### config.mk
export PLATFORM = sky130hd
export DESIGN_NAME = battery_low_voltage_monitor
export DESIGN_NICKNAME = d
export VERILOG_FILES = /design/src/sv/blvm_pkg.sv /design/src/sv/blvm_filter.sv /design/src/sv/battery_low_voltage_monitor.sv
export SDC_FILE = /design/constraint.sdc
export NUM_CORES = 2
export LEC_CHECK = 0
export ABC_AREA = 1
export BUFFER_PORTS_ARGS = -buffer_cell sky130_fd_sc_hd__buf_2
export CAP_MARGIN = 20
export CORE_UTILIZATION = 50
export CTS_BUF_LIST = sky130_fd_sc_hd__clkbuf_16
export DETAILED_ROUTE_END_ITERATION = 16
export GPL_TIMING_DRIVEN = 0
export PLACE_DENSITY = 0.69
export SKIP_LAST_GASP = 1
export SYNTH_ARGS = -nofsm -noshare
export SYNTH_HDL_FRONTEND = slang
export SYNTH_SLANG_ARGS = --single-unit
### constraint.sdc
create_clock -name clk_i -period 16.09 [get_ports clk_i]
set_input_delay 0.8045 -clock clk_i [delete_from_list [all_inputs] [get_ports clk_i]]
set_output_delay 0.8045 -clock clk_i [all_outputs]
set_load 0.1 [all_outputs]
### src/sv/blvm_pkg.sv
package blvm_pkg;

  localparam int unsigned SampleW = 15;
  localparam int unsigned AlphaW  = 16;
  localparam int unsigned LevelW  = 15;
  localparam int unsigned TicksW  = 16;
  localparam int unsigned FracW   = 16;
  localparam int unsigned FiltW   = SampleW + FracW;
  localparam int unsigned CfgIdxW = 3;
  localparam int unsigned CfgW    = 16;

  typedef logic [FiltW-1:0] filt_t;

  typedef enum logic [CfgIdxW-1:0] {
    CfgAlpha    = 3'd0,
    CfgCutoff   = 3'd1,
    CfgRecover  = 3'd2,
    CfgDebounce = 3'd3
  } cfg_idx_e;

  localparam logic [AlphaW-1:0] AlphaReset    = 16'd1285;
  localparam logic [LevelW-1:0] CutoffReset   = 15'd8400;
  localparam logic [LevelW-1:0] RecoverReset  = 15'd8800;
  localparam logic [TicksW-1:0] DebounceReset = 16'd100;

  localparam logic [TicksW-1:0] CountMax = {TicksW{1'b1}};

endpackage

### src/sv/blvm_filter.sv
module blvm_filter (
  input  blvm_pkg::filt_t                 filt_i,
  input  logic [blvm_pkg::SampleW-1:0]    sample_i,
  input  logic [blvm_pkg::AlphaW-1:0]     alpha_i,
  output blvm_pkg::filt_t                 filt_o
);

  localparam int unsigned ProdW = blvm_pkg::AlphaW + blvm_pkg::FiltW;

  blvm_pkg::filt_t   target;
  blvm_pkg::filt_t   mag;
  blvm_pkg::filt_t   step;
  logic              rising;
  logic [ProdW-1:0]  prod;
  logic [ProdW-1:0]  prod_rnd;

  assign target = {sample_i, {blvm_pkg::FracW{1'b0}}};
  assign rising = (target >= filt_i);
  assign mag    = rising ? (target - filt_i) : (filt_i - target);

  // Rounded to nearest, ties away from zero, applied to the magnitude.
  assign prod     = ProdW'(alpha_i) * ProdW'(mag);
  assign prod_rnd = prod + ProdW'(1 << (blvm_pkg::FracW - 1));
  assign step     = prod_rnd[ProdW-1:blvm_pkg::FracW];

  assign filt_o = rising ? (filt_i + step) : (filt_i - step);

endmodule

### src/sv/battery_low_voltage_monitor.sv
// A result passes through the input register and then the result register.
// Throughput: one sample per cycle while out_stall_i is low; the input register
// and the result register let a new sample enter while a finished result waits
// to be taken. The filter step is one multiply-add between the two registers.
// Reset clears the filter, the low flag and the debounce run; the configuration
// registers return to their default values. No clearing pass is needed.
module battery_low_voltage_monitor (
  input  logic                             clk_i,
  input  logic                             rst_ni,
  input  logic                             cfg_we_i,
  input  logic [blvm_pkg::CfgIdxW-1:0]     cfg_idx_i,
  input  logic [blvm_pkg::CfgW-1:0]        cfg_wdata_i,
  input  logic                             in_valid_i,
  output logic                             in_stall_o,
  input  logic [blvm_pkg::SampleW-1:0]     raw_voltage_i,
  output logic                             out_valid_o,
  input  logic                             out_stall_i,
  output logic [blvm_pkg::SampleW-1:0]     smoothed_voltage_o,
  output logic                             low_battery_o,
  output logic                             low_changed_o
);

  logic [blvm_pkg::AlphaW-1:0] alpha_q;
  logic [blvm_pkg::LevelW-1:0] cutoff_q;
  logic [blvm_pkg::LevelW-1:0] recover_q;
  logic [blvm_pkg::TicksW-1:0] debounce_q;

  logic                        in_valid_q, in_valid_d;
  logic [blvm_pkg::SampleW-1:0] raw_q;
  logic                        in_take;
  logic                        advance;

  blvm_pkg::filt_t             filt_q, filt_d;
  blvm_pkg::filt_t             filt_step;
  logic                        primed_q;
  logic                        low_flag_q, low_flag_d;
  logic                        below_seen_q, below_seen_d;
  logic [blvm_pkg::TicksW-1:0] below_count_q, below_count_d;
  logic                        is_below, is_above;

  logic                        out_valid_q, out_valid_d;

  // Configuration registers.
  always_ff @(posedge clk_i or negedge rst_ni) begin
    if (!rst_ni) begin
      alpha_q    <= blvm_pkg::AlphaReset;
      cutoff_q   <= blvm_pkg::CutoffReset;
      recover_q  <= blvm_pkg::RecoverReset;
      debounce_q <= blvm_pkg::DebounceReset;
    end else if (cfg_we_i) begin
      unique case (cfg_idx_i)
        blvm_pkg::CfgAlpha:    alpha_q    <= cfg_wdata_i[blvm_pkg::AlphaW-1:0];
        blvm_pkg::CfgCutoff:   cutoff_q   <= cfg_wdata_i[blvm_pkg::LevelW-1:0];
        blvm_pkg::CfgRecover:  recover_q  <= cfg_wdata_i[blvm_pkg::LevelW-1:0];
        blvm_pkg::CfgDebounce: debounce_q <= cfg_wdata_i[blvm_pkg::TicksW-1:0];
        default: ;
      endcase
    end
  end

  // Handshake between the input register and the result register.
  assign advance    = in_valid_q && (!out_valid_q || !out_stall_i);
  assign in_stall_o = in_valid_q && !advance;
  assign in_take    = in_valid_i && !in_stall_o;
  assign in_valid_d = in_take || (in_valid_q && !advance);
  assign out_valid_d = advance || (out_valid_q && out_stall_i);

  blvm_filter u_filter (
    .filt_i   (filt_q),
    .sample_i (raw_q),
    .alpha_i  (alpha_q),
    .filt_o   (filt_step)
  );

  assign is_below = (filt_step < {cutoff_q, {blvm_pkg::FracW{1'b0}}});
  assign is_above = (filt_step > {recover_q, {blvm_pkg::FracW{1'b0}}});

  always_comb begin
    filt_d        = filt_step;
    low_flag_d    = low_flag_q;
    below_seen_d  = below_seen_q;
    below_count_d = below_count_q;
    if (!primed_q) begin
      // The first sample loads the filter and leaves the flag logic alone.
      filt_d = {raw_q, {blvm_pkg::FracW{1'b0}}};
    end else if (!low_flag_q) begin
      if (is_below) begin
        if (!below_seen_q) begin
          below_seen_d  = 1'b1;
          below_count_d = '0;
        end else if (below_count_q != blvm_pkg::CountMax) begin
          below_count_d = below_count_q + 1'b1;
        end
        if (below_count_d >= debounce_q) begin
          low_flag_d = 1'b1;
        end
      end else begin
        below_seen_d  = 1'b0;
        below_count_d = '0;
      end
    end else if (is_above) begin
      low_flag_d    = 1'b0;
      below_seen_d  = 1'b0;
      below_count_d = '0;
    end
  end

  always_ff @(posedge clk_i or negedge rst_ni) begin
    if (!rst_ni) begin
      in_valid_q    <= 1'b0;
      out_valid_q   <= 1'b0;
      filt_q        <= '0;
      primed_q      <= 1'b0;
      low_flag_q    <= 1'b0;
      below_seen_q  <= 1'b0;
      below_count_q <= '0;
    end else begin
      in_valid_q  <= in_valid_d;
      out_valid_q <= out_valid_d;
      if (advance) begin
        filt_q        <= filt_d;
        primed_q      <= 1'b1;
        low_flag_q    <= low_flag_d;
        below_seen_q  <= below_seen_d;
        below_count_q <= below_count_d;
      end
    end
  end

  always_ff @(posedge clk_i) begin
    if (in_take) begin
      raw_q <= raw_voltage_i;
    end
    if (advance) begin
      smoothed_voltage_o <= filt_d[blvm_pkg::FiltW-1:blvm_pkg::FracW];
      low_battery_o      <= low_flag_d;
      low_changed_o      <= (low_flag_d != low_flag_q);
    end
  end

  assign out_valid_o = out_valid_q;

  // The low flag can only be raised once the filter has been loaded.
  assert property (@(posedge clk_i) disable iff (!rst_ni)
    !primed_q |-> !low_flag_q)
    else $error("low flag set before the filter was primed");

  // A result leaving the compute stage shows the flag state it committed.
  assert property (@(posedge clk_i) disable iff (!rst_ni)
    advance |=> (low_battery_o == low_flag_q))
    else $error("result flag differs from the stored low flag");

  // A change is reported only when the flag really moved.
  assert property (@(posedge clk_i) disable iff (!rst_ni)
    advance |=> (low_changed_o == (low_flag_q != $past(low_flag_q))))
    else $error("low_changed does not match the flag transition");

endmodule

# After elaboration in Yosys (flattened, before gate mapping)
# Cells that the tools add are included.
dict set report totals {
  register_bits 146
  word_cells 68
  out_inout_bits 19
  input_bits 39
}
dict set report classes {
  eq_ne 6
  muxes 19
  add_sub_neg 6
  n_lt_le_gt_ge 4
  multipliers 1
  reduce_logical 17
}
# cell n
set ops {}
lappend ops {{$mux 16} 8}
lappend ops {{$mux 31} 3}
lappend ops {{$sub 31x31->31} 3}
lappend ops {{$add 47x16->47 const B} 1}
lappend ops {{$mul 16x31->47} 1}
lappend ops {{$add 31x31->31} 1}
lappend ops {{$ge 31x31->1} 1}
lappend ops {{$gt 31x31->1} 1}
lappend ops {{$lt 31x31->1} 1}
lappend ops {{$add 16x1->16 const B} 1}
lappend ops {{$ge 16x16->1} 1}
lappend ops {{$ne 16x16->1 const B} 1}
lappend ops {{$mux 1} 8}
lappend ops {{$reduce_and 2->1} 4}
lappend ops {{$eq 3x2->1 const B} 2}
lappend ops {{$logic_and 1x1->1} 4}
lappend ops {{$logic_not 1->1} 4}
lappend ops {{$eq 3x1->1 const B} 1}
lappend ops {{$logic_not 3->1} 1}
lappend ops {{$logic_or 1x1->1} 3}
lappend ops {{$reduce_and 3->1} 1}
lappend ops {{$ne 2x1->1 const B} 1}
lappend ops {{$ne 1x1->1} 1}

# Longest topological paths before layout
dict set report depth {
  ltp_word 16
  ltp_mapped 76
  depth_no_buf 73
}

# Hierarchy
# A second synthesis with hierarchy kept.
dict set report hier_totals {
  cells_unflattened 3842
  hier_area_um2 28407.2
}
# module cells_per_inst seq_area_each_um2 area_per_inst_um2 n_inst
set by_module_without_submodules {}
lappend by_module_without_submodules {blvm_filter 2935 0.0 20881.3 1}
lappend by_module_without_submodules {battery_low_voltage_monitor 907 3832.4 7526.0 1}

# Worst setup path before layout
# Ideal clock, no wire load.
dict set report synth_path {
  path_type {reg2reg}
  start {register filt_q[27]}
  end {register below_count_q[12] (netlist bit)}
  required_time_ns 15.971
  slack_ns 4.888
  arrival_ns 11.084
  path_buffers 5
  setup_time_ns 0.119
  synth_period_minus_slack_ns 11.202
  path_stages_with_launch 66
  path_cell_list {dfrtp_1 -> ha_1 -> buf_2 -> nand2_2 -> nor4_4 -> nand2_4 -> nand2_8 -> buf_4 -> clkbuf_1 -> nand2_1 -> nand2_1 -> clkinv_1 -> nand2_1 -> fa_1 -> fa_1 -> fa_1 -> inv_1 -> fa_1 -> (+30 left out) -> inv_1 -> a21oi_1 -> o21a_1 -> o21ai_1 -> xor2_1 -> inv_1 -> ha_1 -> nand4_1 -> nor4_1 -> nand4_1 -> nand2_1 -> inv_1 -> o21ai_0 -> nor2_1 -> buf_2 -> buf_2 -> nand4_1 -> nand2_1}
}
dict set report synth_between {
  elab_chain_cells 9
  word_cells_on_any_way 15
  cone_classes {add/sub: 5; mul: 1; order compare: 3; eq/ne: 1; mux: 4; reduce/logical: 1}
}
# element line_no
set synth_lines {}
lappend synth_lines {{start: declaration} battery_low_voltage_monitor.sv:33} ;# blvm_pkg::filt_t filt_q, filt_d;
lappend synth_lines {{start signal: assignment} battery_low_voltage_monitor.sv:121} ;# filt_q <= filt_d;
lappend synth_lines {{$sub 31x31->31 or $ge 31x31->1 (tied branches)} {blvm_filter.sv:19, blvm_filter.sv:18}}
lappend synth_lines {{$mux 31} blvm_filter.sv:19} ;# assign mag = rising ? (target - filt_i) : (filt_i - target);
lappend synth_lines {{$mul 16x31->47} blvm_filter.sv:22} ;# assign prod = ProdW'(alpha_i) * ProdW'(mag);
lappend synth_lines {{$add 47x16->47} blvm_filter.sv:23} ;# assign prod_rnd = prod + ProdW'(1 << (blvm_pkg::FracW - 1));
lappend synth_lines {{$sub 31x31->31 or $add 31x31->31 (tied branches)} blvm_filter.sv:26} ;# assign filt_o = rising ? (filt_i + step) : (filt_i - step);
lappend synth_lines {{$mux 31 (*)} blvm_filter.sv:26}
lappend synth_lines {{$gt 31x31->1 or $lt 31x31->1 (tied branches)} {battery_low_voltage_monitor.sv:76, battery_low_voltage_monitor.sv:75}}
lappend synth_lines {{$ne 2x1->1 (no source line) or $mux 16 (tied branches)} --}
lappend synth_lines {{$reduce_and 3->1 (no source line) or $mux 16 (tied branches)} --}
lappend synth_lines {{end signal: assignment} battery_low_voltage_monitor.sv:125} ;# below_count_q <= below_count_d;
lappend synth_lines {{end: declaration} battery_low_voltage_monitor.sv:38} ;# logic [blvm_pkg::TicksW-1:0] below_count_q, below_count_d;
# Every way passes the cells marked *; elsewhere a longest branch is shown, timed or not.
# A chain may end at the register's enable or synchronous reset.

# Worst setup path after layout
dict set report layout_path {
  start {register raw_q[10] (netlist bit)}
  end {register below_count_q[12] (netlist bit)}
}
dict set report layout_between {
  elab_chain_cells 9
  word_cells_on_any_way 15
  cone_classes {add/sub: 5; mul: 1; order compare: 3; eq/ne: 1; mux: 4; reduce/logical: 1}
}
# element line_no
set layout_lines {}
lappend layout_lines {{start: declaration} battery_low_voltage_monitor.sv:29} ;# logic [blvm_pkg::SampleW-1:0] raw_q;
lappend layout_lines {{start signal: assignment} battery_low_voltage_monitor.sv:132} ;# raw_q <= raw_voltage_i;
lappend layout_lines {{$sub 31x31->31 or $ge 31x31->1 (tied branches)} {blvm_filter.sv:19, blvm_filter.sv:18}}
lappend layout_lines {{$mux 31} blvm_filter.sv:19}
lappend layout_lines {{$mul 16x31->47} blvm_filter.sv:22}
lappend layout_lines {{$add 47x16->47} blvm_filter.sv:23}
lappend layout_lines {{$sub 31x31->31 or $add 31x31->31 (tied branches)} blvm_filter.sv:26}
lappend layout_lines {{$mux 31 (*)} blvm_filter.sv:26}
lappend layout_lines {{$gt 31x31->1 or $lt 31x31->1 (tied branches)} {battery_low_voltage_monitor.sv:76, battery_low_voltage_monitor.sv:75}}
lappend layout_lines {{$ne 2x1->1 (no source line) or $mux 16 (tied branches)} --}
lappend layout_lines {{$reduce_and 3->1 (no source line) or $mux 16 (tied branches)} --}
# Marked as above.

==> metrics <==
reg2reg end below_count_q[12]; setup bufs post-CTS 0; number of synthesized flops with an enable pin 32; met2 routed WL 40400 µm; mux share of post-synthesis cell area 0%; vias in the first global route 24600; post-synthesis adder-cell area fraction 40.8%; Yosys cell types 65; Post-DP Area 28800 µm²; FP Rows 85; cell area after synthesis 27600 µm²; First DRT Iteration DRCs 1829; CP peak stage delay 600 ps; met3 wire len 6770 µm; Layout Area Growth over Synthesis 6.56%; prevailing post-synth register cell dfrtp_1; Synth Register Bits 146; grt total ovfl 0; setup ws final 1460 ps; crit path kind register to register; Antenna Cells 0; clk root buf clkbuf_16; CTS Sinks 146; Worst-Margin Slew 977 ps; die width 237 µm; cts repair resizes 0; Max Buffers Root-to-Sink 2; async set-reset flop share out of synthesis 78.1%; worst reg2reg path depth 67; Die Area 56200 µm²; Worst setup SP type register; Detailed Place HPWL 72800 µm; final wirelength 86100 µm; Rel. slew slack 34.9%; Synth Area per Inst 7.62 µm²; gpl congestion 1.05; CTS clk-pin slew, worst paths 60 ps; endpoint type of the worst setup path register; initial antenna violation count 1; final hold violations 0; Port Buffers 57; Post-Synthesis Cells 3622; layout cell share with drive strength beyond 1 5.22%; Most common cell on crit path nand2_1; IO Count 58; DRC 0; TritonCTS clock tree done; FMAX 0.0684 GHz; Worst Setup EP below_count_q[12]; Critical Path AT 14950 ps; Final Instance Area 29400 µm²; H-tree levels 4; chip height 237 µm; DR vias/cell 5.44; RSZ-0062 raised after global routing no; hold_buf cts 0; minimum clock period 14630 ps; placed instance count 4379; clk_lat worst skew 440 ps; Avg WL per Cell 19.5 µm; hold crit path type input pin to async pin; highest metal used met4; Core ar. 54200 µm²; Pre-antenna DRT Iters 5; Final period util 90.9%; Non-Filler Instances 4413; Ys Warns 0; status completed; nets 4401; main combinational cell family by area after synthesis adder cells; setup TNS 0 ps; met1 WL 34600 µm; Max Slew Vio Count 0; # setup viols final 0; final clock skew 7.39 ps; Initial Util 50.9%; XOR/XNOR Fraction of Synth Area 3.60%; slowest CP cell clkinv_1; simple-gate portion of the synthesized area 19.9%; Worst EP required 16420 ps; sequential area share after synthesis 13.9%; All-Layer GR Usage 31.8%; pin count of the biggest net entering global routing 97; syn_nets 4319; R2R Path Start raw_q[10]; crit path max fanout 10; first-pass GRT wire length 136000 µm; TritonCTS buffer count 17; post-synthesis compound-gate area fraction 9.08%; crit path launch raw_q[10]; Routed Antenna Nets 0; Max Cap Viol 0; r2r setup slk 1460 ps; vias 24000; DP Worst Slack 1740 ps
synthesized netlist by cell type (26+ instances only):
cell | number | share of area (%)
a21oi_1 | 152 | 2.8
a31oi_1 | 26 | 0.59
clkbuf_1 | 81 | 1.1
dfrtp_1 | 99 | 9.0
edfxtp_1 | 32 | 3.5
fa_1 | 405 | 29
ha_1 | 253 | 11
inv_1 | 792 | 11
nand2_1 | 761 | 10
nand3_1 | 59 | 1.1
nand4_1 | 31 | 0.70
nor2_1 | 386 | 5.2
nor3_1 | 31 | 0.56
o21ai_0 | 193 | 3.5
xnor2_1 | 34 | 1.1
xor2_1 | 69 | 2.2
cell families (layout without fill, tap and decap cells):
| group | Yosys count | in the layout |
|---|---|---|
| buffers and inverters | 923 | 1018 |
| AOI/OAI and AO/OA | 452 | 452 |
| DFF | 146 | 146 |
| and+or+nand+nor | 1335 | 1335 |
| xor gates and xnor gates | 108 | 108 |
| adders and majority gates | 658 | 658 |
through the flow:
step | hold slack (ps) | utilization (%)
2_1_floorplan | 449 | -
3_3_place_gp | 467 | 53.0
3_5_place_dp | 465 | 53.1
4_1_cts | 197 | 54.2
5_1_grt | 209 | 54.2
6_report | 203 | 54.2
cell type report:
cell class	count	area, µm²
repair buffers	63	368
clock buffers	18	450
well taps	696	871
multi-input cells	2553	20300
flip-flops and latches	146	3830
clock inverters	14	123
plain buffers	98	399
fillers	5285	24800
inverters	825	3100
metal layers:
layer / track usage [%] / vias up
met5: 0 / -
met4: 14.7 / 0
met3: 5.55 / 231
met2: 53.5 / 941
met1: 39.8 / 11700
li1: - / 11200
layout by cell type (no fill, tap or decap), types with 5 or more instances in the layout:
cell	n
inv_2	15
o21a_1	12
nor2_1	386
edfxtp_1	32
o21bai_1	10
inv_1	795
buf_6	5
a21o_1	7
buf_2	69
nand2_1	761
clkbuf_16	18
o22ai_1	10
clkbuf_1	81
o21ai_0	193
fa_1	405
nand3b_1	6
xnor2_1	34
nand3_1	59
xor2_1	69
a221oi_1	6
a21oi_1	152
nor2_2	7
ha_1	253
nand3_2	6
nor3_1	31
a31oi_1	26
clkinv_1	22
dfrtp_1	99
nand4_1	31
a211oi_1	5
nor4_1	8
dfstp_2	15
nand2_2	19
worst min-delay path by stage:
| stage | from | endpoint | slack, ps |
|---|---|---|---|
| 6_report | rst_ni | filt_q[28] | 200 |
| 5_1_grt | rst_ni | filt_q[28] | 210 |
| 4_1_cts | rst_ni | filt_q[28] | 200 |
| 3_5_place_dp | filt_q[30] | filt_q[30] | 460 |
| 3_3_place_gp | filt_q[30] | filt_q[30] | 470 |
| 2_1_floorplan | filt_q[30] | filt_q[30] | 450 |
worst max-delay path, delay by kind of cell, from the launching register on:
kind / cells / cell delay, ps
compound gates: 15 / 3060
xor+xnor: 3 / 660
fa+ha+maj: 11 / 4620
buf+inv: 16 / 2420
flops: 1 / 350
simple gates: 22 / 3340
flip-flops by register name (all words and copies together) (netlist names):
name	cells
debounce_q	16
below_seen_q	1
recover_q	15
alpha_q	16
smoothed_voltage_o	15
in_valid_q	1
low_battery_o	1
filt_q	31
raw_q	15
low_flag_q	1
out_valid_o	1
below_count_q	16
cutoff_q	15
low_changed_o	1
primed_q	1
Power is left out: the tool's default activity adds up to more than one toggle a clock period on the data nets, which glitch-free logic cannot reach.
